$ cat src/rtl/sesch_pkg.sv
// Shared types and constants for the SCAN elevator scheduler.
// No dependencies; every module of the block imports this package.
package sesch_pkg;

    localparam int QUEUE_DEPTH = 16;
    localparam int CYL_BITS    = 16;
    localparam int IDX_W       = (QUEUE_DEPTH > 1) ? $clog2(QUEUE_DEPTH) : 1;
    localparam int CNT_W       = $clog2(QUEUE_DEPTH + 1);

    // Item opcodes
    typedef logic [1:0] t_opcode;
    localparam t_opcode OP_ADD   = 2'd0;
    localparam t_opcode OP_SERVE = 2'd1;
    localparam t_opcode OP_HEAD  = 2'd2;
    localparam t_opcode OP_DIR   = 2'd3;

    // Result status codes
    typedef logic [1:0] t_status;
    localparam t_status ST_OK    = 2'd0;
    localparam t_status ST_EMPTY = 2'd1;
    localparam t_status ST_FULL  = 2'd2;

    // Best pick so far, handed from cell to cell
    typedef struct packed {
        logic                found;
        logic [CYL_BITS-1:0] value;
        logic [IDX_W-1:0]    idx;
    } t_cand;

    // Lowest free slot so far, handed from cell to cell
    typedef struct packed {
        logic             found;
        logic [IDX_W-1:0] idx;
    } t_free;

    // Slot write / clear broadcast from the controller
    typedef struct packed {
        logic                wr;
        logic                clr;
        logic [IDX_W-1:0]    idx;
        logic [CYL_BITS-1:0] value;
    } t_cell_ctl;

    // Sweep state broadcast to every cell
    typedef struct packed {
        logic                dir;
        logic [CYL_BITS-1:0] head;
    } t_scan_ctl;

endpackage

$ cat src/rtl/sesch_cell.sv
// One slot of the request table plus its stage of the search chain.
// Depends on sesch_pkg for the chain and control structs.
module sesch_cell import sesch_pkg::*; (
    input  logic             i_clk,
    input  logic             i_rst_n,
    input  logic [IDX_W-1:0] i_idx,
    input  t_cell_ctl        i_ctl,
    input  t_scan_ctl        i_scan,
    input  t_cand            i_cand,
    input  t_free            i_free,
    output t_cand            o_cand,
    output t_free            o_free
);

    logic                r_valid;
    logic [CYL_BITS-1:0] r_value;
    t_cand               r_cand;
    t_free               r_free;
    t_cand               n_cand;
    t_free               n_free;
    logic                hit;
    logic                in_dir;
    logic                better;

    // Merge this slot into the candidates coming from the left neighbor
    always_comb begin
        hit    = (i_ctl.idx == i_idx);
        in_dir = i_scan.dir ? (r_value >= i_scan.head) : (r_value <= i_scan.head);
        better = i_scan.dir ? (r_value < i_cand.value) : (r_value > i_cand.value);
        n_cand = i_cand;
        if (r_valid && in_dir && (!i_cand.found || better)) begin
            n_cand.found = 1'b1;
            n_cand.value = r_value;
            n_cand.idx   = i_idx;
        end
        n_free = i_free;
        if (!i_free.found && !r_valid) begin
            n_free.found = 1'b1;
            n_free.idx   = i_idx;
        end
    end

    // Hold slot state and advance the chain registers
    always_ff @(posedge i_clk) begin
        if (!i_rst_n) begin
            r_valid <= 1'b0;
            r_cand  <= '0;
            r_free  <= '0;
        end else begin
            if (i_ctl.wr && hit) begin
                r_valid <= 1'b1;
            end else if (i_ctl.clr && hit) begin
                r_valid <= 1'b0;
            end
            r_cand <= n_cand;
            r_free <= n_free;
        end
    end

    // Slot payload
    always_ff @(posedge i_clk) begin
        if (i_ctl.wr && hit) begin
            r_value <= i_ctl.value;
        end
    end

    assign o_cand = r_cand;
    assign o_free = r_free;

endmodule

$ cat src/rtl/sesch_ctrl.sv
// Sequencer for the scheduler: takes items, times the chain scans, drives
// slot writes and clears, and holds the result register. Uses sesch_pkg.
module sesch_ctrl import sesch_pkg::*; (
    input  logic        i_clk,
    input  logic        i_rst_n,
    input  logic        i_in_valid,
    output logic        o_in_stall,
    input  logic [1:0]  i_opcode,
    input  logic [15:0] i_cylinder,
    input  logic        i_new_direction,
    output logic        o_out_valid,
    input  logic        i_out_stall,
    output logic [1:0]  o_status,
    output logic [15:0] o_served_cylinder,
    output logic        o_sweep_direction,
    output logic [4:0]  o_pending_count,
    input  t_cand       i_cand,
    input  t_free       i_free,
    output t_cell_ctl   o_ctl,
    output t_scan_ctl   o_scan
);

    typedef enum logic [1:0] {S_IDLE, S_SCAN, S_DONE} t_state;

    t_state              r_state, n_state;
    t_opcode             r_op, n_op;
    logic [CYL_BITS-1:0] r_cyl, n_cyl;
    logic [CYL_BITS-1:0] r_head, n_head;
    logic                r_dir, n_dir;
    logic [CNT_W-1:0]    r_count, n_count;
    logic [CNT_W-1:0]    r_cnt, n_cnt;
    logic                r_flip, n_flip;
    t_status             r_status, n_status;
    logic                r_out_valid, n_out_valid;
    logic [1:0]          r_o_status, n_o_status;
    logic [15:0]         r_o_served, n_o_served;
    logic                r_o_dir, n_o_dir;
    logic [4:0]          r_o_count, n_o_count;
    t_cell_ctl           ctl;

    // Next-state logic
    always_comb begin
        n_state     = r_state;
        n_op        = r_op;
        n_cyl       = r_cyl;
        n_head      = r_head;
        n_dir       = r_dir;
        n_count     = r_count;
        n_cnt       = r_cnt;
        n_flip      = r_flip;
        n_status    = r_status;
        n_out_valid = r_out_valid;
        n_o_status  = r_o_status;
        n_o_served  = r_o_served;
        n_o_dir     = r_o_dir;
        n_o_count   = r_o_count;
        ctl         = '0;

        // drop the result beat once taken
        if (r_out_valid && !i_out_stall) begin
            n_out_valid = 1'b0;
        end

        case (r_state)
            S_IDLE: begin
                if (i_in_valid) begin
                    n_op     = i_opcode;
                    n_cyl    = CYL_BITS'(i_cylinder);
                    n_status = ST_OK;
                    n_cnt    = '0;
                    n_flip   = 1'b0;
                    case (i_opcode)
                        OP_ADD: begin
                            if (r_count == CNT_W'(QUEUE_DEPTH)) begin
                                n_status = ST_FULL;
                                n_state  = S_DONE;
                            end else begin
                                n_state = S_SCAN;
                            end
                        end
                        OP_SERVE: begin
                            if (r_count == '0) begin
                                n_status = ST_EMPTY;
                                n_state  = S_DONE;
                            end else begin
                                n_state = S_SCAN;
                            end
                        end
                        OP_HEAD: begin
                            n_head  = CYL_BITS'(i_cylinder);
                            n_state = S_DONE;
                        end
                        OP_DIR: begin
                            n_dir   = i_new_direction;
                            n_state = S_DONE;
                        end
                        default: begin
                            n_state = S_DONE;
                        end
                    endcase
                end
            end
            S_SCAN: begin
                if (r_cnt == CNT_W'(QUEUE_DEPTH)) begin
                    // chain has settled: act on the last cell's candidates
                    if (r_op == OP_ADD) begin
                        ctl.wr    = 1'b1;
                        ctl.idx   = i_free.idx;
                        ctl.value = r_cyl;
                        n_count   = r_count + 1'b1;
                        n_state   = S_DONE;
                    end else if (i_cand.found) begin
                        ctl.clr = 1'b1;
                        ctl.idx = i_cand.idx;
                        n_head  = i_cand.value;
                        n_count = r_count - 1'b1;
                        n_state = S_DONE;
                    end else if (!r_flip) begin
                        // nothing ahead: reverse once and rescan
                        n_dir  = ~r_dir;
                        n_flip = 1'b1;
                        n_cnt  = '0;
                    end else begin
                        n_state = S_DONE;
                    end
                end else begin
                    n_cnt = r_cnt + 1'b1;
                end
            end
            S_DONE: begin
                if (!r_out_valid || !i_out_stall) begin
                    n_out_valid = 1'b1;
                    n_o_status  = r_status;
                    n_o_served  = 16'(r_head);
                    n_o_dir     = r_dir;
                    n_o_count   = 5'(r_count);
                    n_state     = S_IDLE;
                end
            end
            default: begin
                n_state = S_IDLE;
            end
        endcase
    end

    // Hold state and registered outputs
    always_ff @(posedge i_clk) begin
        if (!i_rst_n) begin
            r_state     <= S_IDLE;
            r_head      <= '0;
            r_dir       <= 1'b0;
            r_count     <= '0;
            r_cnt       <= '0;
            r_flip      <= 1'b0;
            r_out_valid <= 1'b0;
        end else begin
            r_state     <= n_state;
            r_head      <= n_head;
            r_dir       <= n_dir;
            r_count     <= n_count;
            r_cnt       <= n_cnt;
            r_flip      <= n_flip;
            r_out_valid <= n_out_valid;
        end
        r_op       <= n_op;
        r_cyl      <= n_cyl;
        r_status   <= n_status;
        r_o_status <= n_o_status;
        r_o_served <= n_o_served;
        r_o_dir    <= n_o_dir;
        r_o_count  <= n_o_count;
    end

    assign o_in_stall        = (r_state != S_IDLE);
    assign o_out_valid       = r_out_valid;
    assign o_status          = r_o_status;
    assign o_served_cylinder = r_o_served;
    assign o_sweep_direction = r_o_dir;
    assign o_pending_count   = r_o_count;
    assign o_ctl             = ctl;
    assign o_scan.dir        = r_dir;
    assign o_scan.head       = r_head;

    // Pending count stays within the table
    a_count_range: assert property (@(posedge i_clk) disable iff (!i_rst_n)
        r_count <= CNT_W'(QUEUE_DEPTH))
        else $error("pending count beyond table depth");

    // Never write a slot into a full table
    a_wr_not_full: assert property (@(posedge i_clk) disable iff (!i_rst_n)
        ctl.wr |-> (r_count < CNT_W'(QUEUE_DEPTH)))
        else $error("slot write with full table");

    // Write and clear are exclusive
    a_wr_clr_excl: assert property (@(posedge i_clk) disable iff (!i_rst_n)
        !(ctl.wr && ctl.clr))
        else $error("slot write and clear together");

    // A clear lowers the count by exactly one
    a_clr_count: assert property (@(posedge i_clk) disable iff (!i_rst_n)
        ctl.clr |=> (r_count == $past(r_count) - 1'b1))
        else $error("count not decremented on clear");

endmodule

$ cat src/rtl/scan_elevator_scheduler.sv
// SCAN elevator scheduler top level: a row of slot cells plus the sequencer.
// Set head, set direction, add to a full table and serve of an empty table go from
// accept straight to the result beat; add and serve first scan the search chain,
// and serve scans it a second time when the sweep reverses. The search
// chain, one cell a cycle, paces the scans; one item is in work at a time.
// Synchronous active-low reset empties the table, head 0, direction down.
module scan_elevator_scheduler import sesch_pkg::*; (
    input  logic        i_clk,
    input  logic        i_rst_n,
    input  logic        i_in_valid,
    output logic        o_in_stall,
    input  logic [1:0]  i_opcode,
    input  logic [15:0] i_cylinder,
    input  logic        i_new_direction,
    output logic        o_out_valid,
    input  logic        i_out_stall,
    output logic [1:0]  o_status,
    output logic [15:0] o_served_cylinder,
    output logic        o_sweep_direction,
    output logic [4:0]  o_pending_count
);

    t_cand     cand_chain [QUEUE_DEPTH+1];
    t_free     free_chain [QUEUE_DEPTH+1];
    t_cell_ctl cell_ctl;
    t_scan_ctl scan_ctl;

    // Chain starts with no pick and no free slot
    assign cand_chain[0] = '0;
    assign free_chain[0] = '0;

    // Row of slot cells
    for (genvar g = 0; g < QUEUE_DEPTH; g++) begin : g_cell
        sesch_cell u_cell (
            .i_clk   (i_clk),
            .i_rst_n (i_rst_n),
            .i_idx   (IDX_W'(g)),
            .i_ctl   (cell_ctl),
            .i_scan  (scan_ctl),
            .i_cand  (cand_chain[g]),
            .i_free  (free_chain[g]),
            .o_cand  (cand_chain[g+1]),
            .o_free  (free_chain[g+1])
        );
    end

    // Sequencer and result register
    sesch_ctrl u_ctrl (
        .i_clk             (i_clk),
        .i_rst_n           (i_rst_n),
        .i_in_valid        (i_in_valid),
        .o_in_stall        (o_in_stall),
        .i_opcode          (i_opcode),
        .i_cylinder        (i_cylinder),
        .i_new_direction   (i_new_direction),
        .o_out_valid       (o_out_valid),
        .i_out_stall       (i_out_stall),
        .o_status          (o_status),
        .o_served_cylinder (o_served_cylinder),
        .o_sweep_direction (o_sweep_direction),
        .o_pending_count   (o_pending_count),
        .i_cand            (cand_chain[QUEUE_DEPTH]),
        .i_free            (free_chain[QUEUE_DEPTH]),
        .o_ctl             (cell_ctl),
        .o_scan            (scan_ctl)
    );

endmodule

$ cat config.mk
export PLATFORM = sky130hd
export DESIGN_NAME = scan_elevator_scheduler
export DESIGN_NICKNAME = d
export VERILOG_FILES = /design/src/rtl/sesch_pkg.sv /design/src/rtl/sesch_cell.sv /design/src/rtl/sesch_ctrl.sv /design/src/rtl/scan_elevator_scheduler.sv
export SDC_FILE = /design/constraint.sdc
export NUM_CORES = 2
export LEC_CHECK = 0
export ABC_AREA = 1
export BUFFER_PORTS_ARGS = -buffer_cell sky130_fd_sc_hd__buf_2
export CAP_MARGIN = 20
export CORE_MARGIN = 5
export CORE_UTILIZATION = 30
export DETAILED_ROUTE_END_ITERATION = 8
export GPL_TIMING_DRIVEN = 0
export MAX_ROUTING_LAYER = met4
export PLACE_DENSITY = 0.52
export SLEW_MARGIN = 20
export SYNTH_ARGS = -nofsm -noshare
export SYNTH_HDL_FRONTEND = slang
export SYNTH_SLANG_ARGS = --single-unit
$ cat constraint.sdc
create_clock -name i_clk -period 3.9 [get_ports i_clk]
set_clock_uncertainty 0.2 [all_clocks]
set_input_delay 0.195 -clock i_clk [delete_from_list [all_inputs] [get_ports i_clk]]
set_output_delay 0.195 -clock i_clk [all_outputs]
set_load 0.01 [all_outputs]
==> run summary <==
Final Setup Violations -> 0
Final total power -> 0.0183 W
Worst Path Buf+Inv -> 4
Fmax -> 0.294 GHz
Rows -> 133
Total GRT Usage -> 0.184
Mapped Cells -> 4717
Sequential Power Share -> 0.443
Max transition margin -> 0.213
TritonCTS clock tree -> done
Sw Share -> 0.277
Critical Path Most Common Cell -> buf_2
Post-synth EDFFs -> 300
TritonCTS Buffers -> 82
Worst Hold Class -> input port to register
Final min period -> 3.40 ns
Core ar. -> 0.131 mm²
DP HPWL -> 96600 µm
Initial DRC count -> 2451
Vias in the first global route -> 30051
Combinational power share -> 0.136
Clock power frac -> 0.422
Slowest stage cell, crit path -> nor4_2
Status -> complete, no violations
CP endpoint kind -> register
Via count -> 31693
Die Y -> 373 µm
Initial Util -> 0.301
Area Growth Syn to Fin -> 16.2%
Final hold vios -> 0
Most instantiated cells after synthesis -> nand2_1 (911), inv_1 (720), nor2_1 (690)
Post-synth top area share -> 0.228
Post-synth net total -> 5242
ANT nets after route -> 0
P_leak -> 20.3 nW
Count leader, synth -> nand2_1
Post-synthesis cell area -> 0.0394 mm²
Clock buffer depth -> 3
Worst VDD drop -> 0.295 mV
Top area cells in the synthesized netlist -> edfxtp_1 (23%), dfxtp_1 (22%), ha_1 (16%), nand2_1 (8.7%), inv_1 (6.9%)
Final Instance Area -> 0.0458 mm²
Overflow after GRT -> 0
Fin Hold WS -> 0.0885 ns
Fraction of layout cells with a size suffix above 1 -> 0.0916
Maxcap violations -> 0
Ys async rst share -> 0
Fin crit share -> 0.871
P_sw -> 0.00507 W
DRC Markers -> 0
Clock transition at path regs -> 0.06 ns
Final wirelength -> 126000 µm
# Post-CTS Setup Buffers -> 0
Area of the die -> 0.139 mm²
Slew Viols, Final -> 0
Via-to-Cell Ratio -> 4.70
Critical path startpoint category -> register
Post-place instance area -> 0.0429 mm²
Clock root buffer -> clkbuf_16
Worst EP required -> 4.02 ns
Simple-gate share of the synthesized area -> 0.244
Layout net count -> 5437
Synth Area in Adders -> 0.159
Pwr dens -> 400 mW/mm²
# port buffers -> 47
Post-synthesis sequential area ratio -> 0.448
Family with the most delay on the worst path -> simple AND/OR/NAND/NOR gates
Mean post-synth cell area -> 8.36 µm²
Wirelength per Cell -> 18.7 µm
Main combinational cell family by area after synthesis -> simple AND/OR/NAND/NOR gates
Global-route wire length before repair -> 187000 µm
Initial antenna violation count -> 8
XOR/XNOR Fraction of Synth Area -> 0.000666
Unique masters post-synth -> 51
Die width -> 373 µm
Largest net degree at the start of global routing -> 25
IO Count -> 49
Maximum fanout along the worst path -> 9
Fin util -> 0.349
Seq cells post-synth -> 732
RePlAce Congestion -> 0.876
Compound-Gate Fraction of Synth Area -> 0.0605
CP Cell Sequence -> inv_1 -> ha_1 -> nand2_1 -> nor3_4 -> nand2_4 -> nor2_4 -> inv_2 -> nor4_2 -> buf_2 -> buf_2
Clk_lat worst skew -> 0.65 ns
First-pass DRT Iterations -> 5
WS Path Type -> register to register
Synth area leader -> edfxtp_1
RSZ-0062 raised after global routing -> no
CP max stage delay -> 0.72 ns
Post-synthesis mux area share -> 0
Worst EP arrival -> 3.52 ns
Worst Max-Slew Pin Slew -> 1.18 ns
Number of clock sinks -> 732
Yosys warnings -> 0
H-tree levels -> 3
Main flop type after synthesis -> dfxtp_1
Internal power -> 0.0133 W
-- final timing paths --
check	startpoint	endpoint	slack, ns	cells past startpoint
worst max register to register	u_ctrl.r_cnt[0]$_SDFFE_PN0P_	g_cell[7].u_cell.r_value[4]$_DFFE_PP_	0.50	10
worst min-delay path	i_cylinder[8]	u_ctrl.r_cyl[8]$_DFFE_PP_	0.09	2
worst min register to register	g_cell[7].u_cell.o_cand[1]$_SDFF_PN0_	g_cell[8].u_cell.o_cand[1]$_SDFF_PP0_	0.21	2
worst max-delay path	u_ctrl.r_cnt[0]$_SDFFE_PN0P_	g_cell[7].u_cell.r_value[4]$_DFFE_PP_	0.50	10
-- metrics by stage --
| stage | setup WS [ns] | std cells | setup TNS, ns |
|---|---|---|---|
| 2_1_floorplan | 0.267 | 4717 | 0 |
| 3_3_place_gp | -1.54 | 6519 | -336.99 |
| 3_5_place_dp | 0.528 | 6561 | 0 |
| 4_1_cts | 0.504 | 6733 | 0 |
| 5_1_grt | 0.398 | 6735 | 0 |
| 6_report | 0.503 | 6737 | 0 |
-- sequential cells by signal (all words and copies together) (netlist names), 5 cells and up --
name                      flops
u_ctrl.o_served_cylinder     16
u_ctrl.r_cyl                 16
g_cell.u_cell.o_cand        321
u_ctrl.r_count                5
u_ctrl.r_head                16
g_cell.u_cell.o_free         64
g_cell.u_cell.r_value       256
u_ctrl.o_pending_count        5
g_cell.u_cell.r_valid        16
u_ctrl.r_cnt                  5
-- power groups by stage --
stage	Sequential [W]	Combinational, W	Clock, W
2_1_floorplan	0.00826	0.00147	0
3_3_place_gp	0.00828	0.00226	0
3_5_place_dp	0.00828	0.00244	0
4_1_cts	0.00811	0.00247	0.00788
5_1_grt	0.00812	0.00274	0.00821
6_report	0.00811	0.00248	0.00773
-- placed cells by master (no fill, tap or decap), types with 7 or more instances in the layout --
master         Yosys  layout
clkbuf_8           0       9
buf_2             40      97
a21oi_1          264     264
nand4_1          233     233
inv_1            720     705
nor2_2            38      37
buf_16             0      26
clkbuf_16          0      88
nor3b_1            8       8
nor2_1           690     671
buf_6              4       7
clkinv_2           0      18
nand2_1          911     911
inv_2             17      32
ha_1             501     501
nand3_2           18      18
dfxtp_1          432     431
dlygate4sd3_1      0      21
nor2_4            13      33
o21ai_0           86      86
nor3_1            19      19
nand3_1          190     190
o21a_1             8       8
nand2_2           16      16
a21o_1            15      15
edfxtp_1         300     300
a31oi_1           21      21
o21bai_1          19      19
clkbuf_1          63      77
buf_1             20      19
buf_4             13      15
-- kinds of logic (layout without fill, tap and decap cells) --
logic type                 after synthesis  after routing
and+or+nand+nor                       2170           2170
buffers and inverters                  879           1141
DFF                                    732            732
adders and majority gates              502            502
AOI/OAI and AO/OA                      431            431
xor gates and xnor gates                 3              3
other                                    0              3
-- layout make-up --
type | instances | area (µm²)
fillers | 13538 | 85300
multi-input cells | 3106 | 18500
flip-flops and latches | 732 | 17700
inverters | 737 | 2770
clock buffers | 114 | 2390
well taps | 1755 | 2200
repair buffers | 111 | 1310
plain buffers | 142 | 689
clock inverters | 37 | 282
diodes | 3 | 7.51
-- layer usage --
metal  share of wire  track usage  routed length (µm)
met1            0.46        0.247               58200
met2            0.45        0.290               56200
met3           0.052       0.0187                6540
met4           0.038       0.0651                4790
met5               0            -                   0
-- what timing repair did --
item	4_1_cts	5_1_grt
gates resized for setup	0	0
hold buffers	21	0
hold endpoints to repair	86	0
setup endpoints to repair	0	0
No activity file was read; power rests on OpenSTA's default activity.
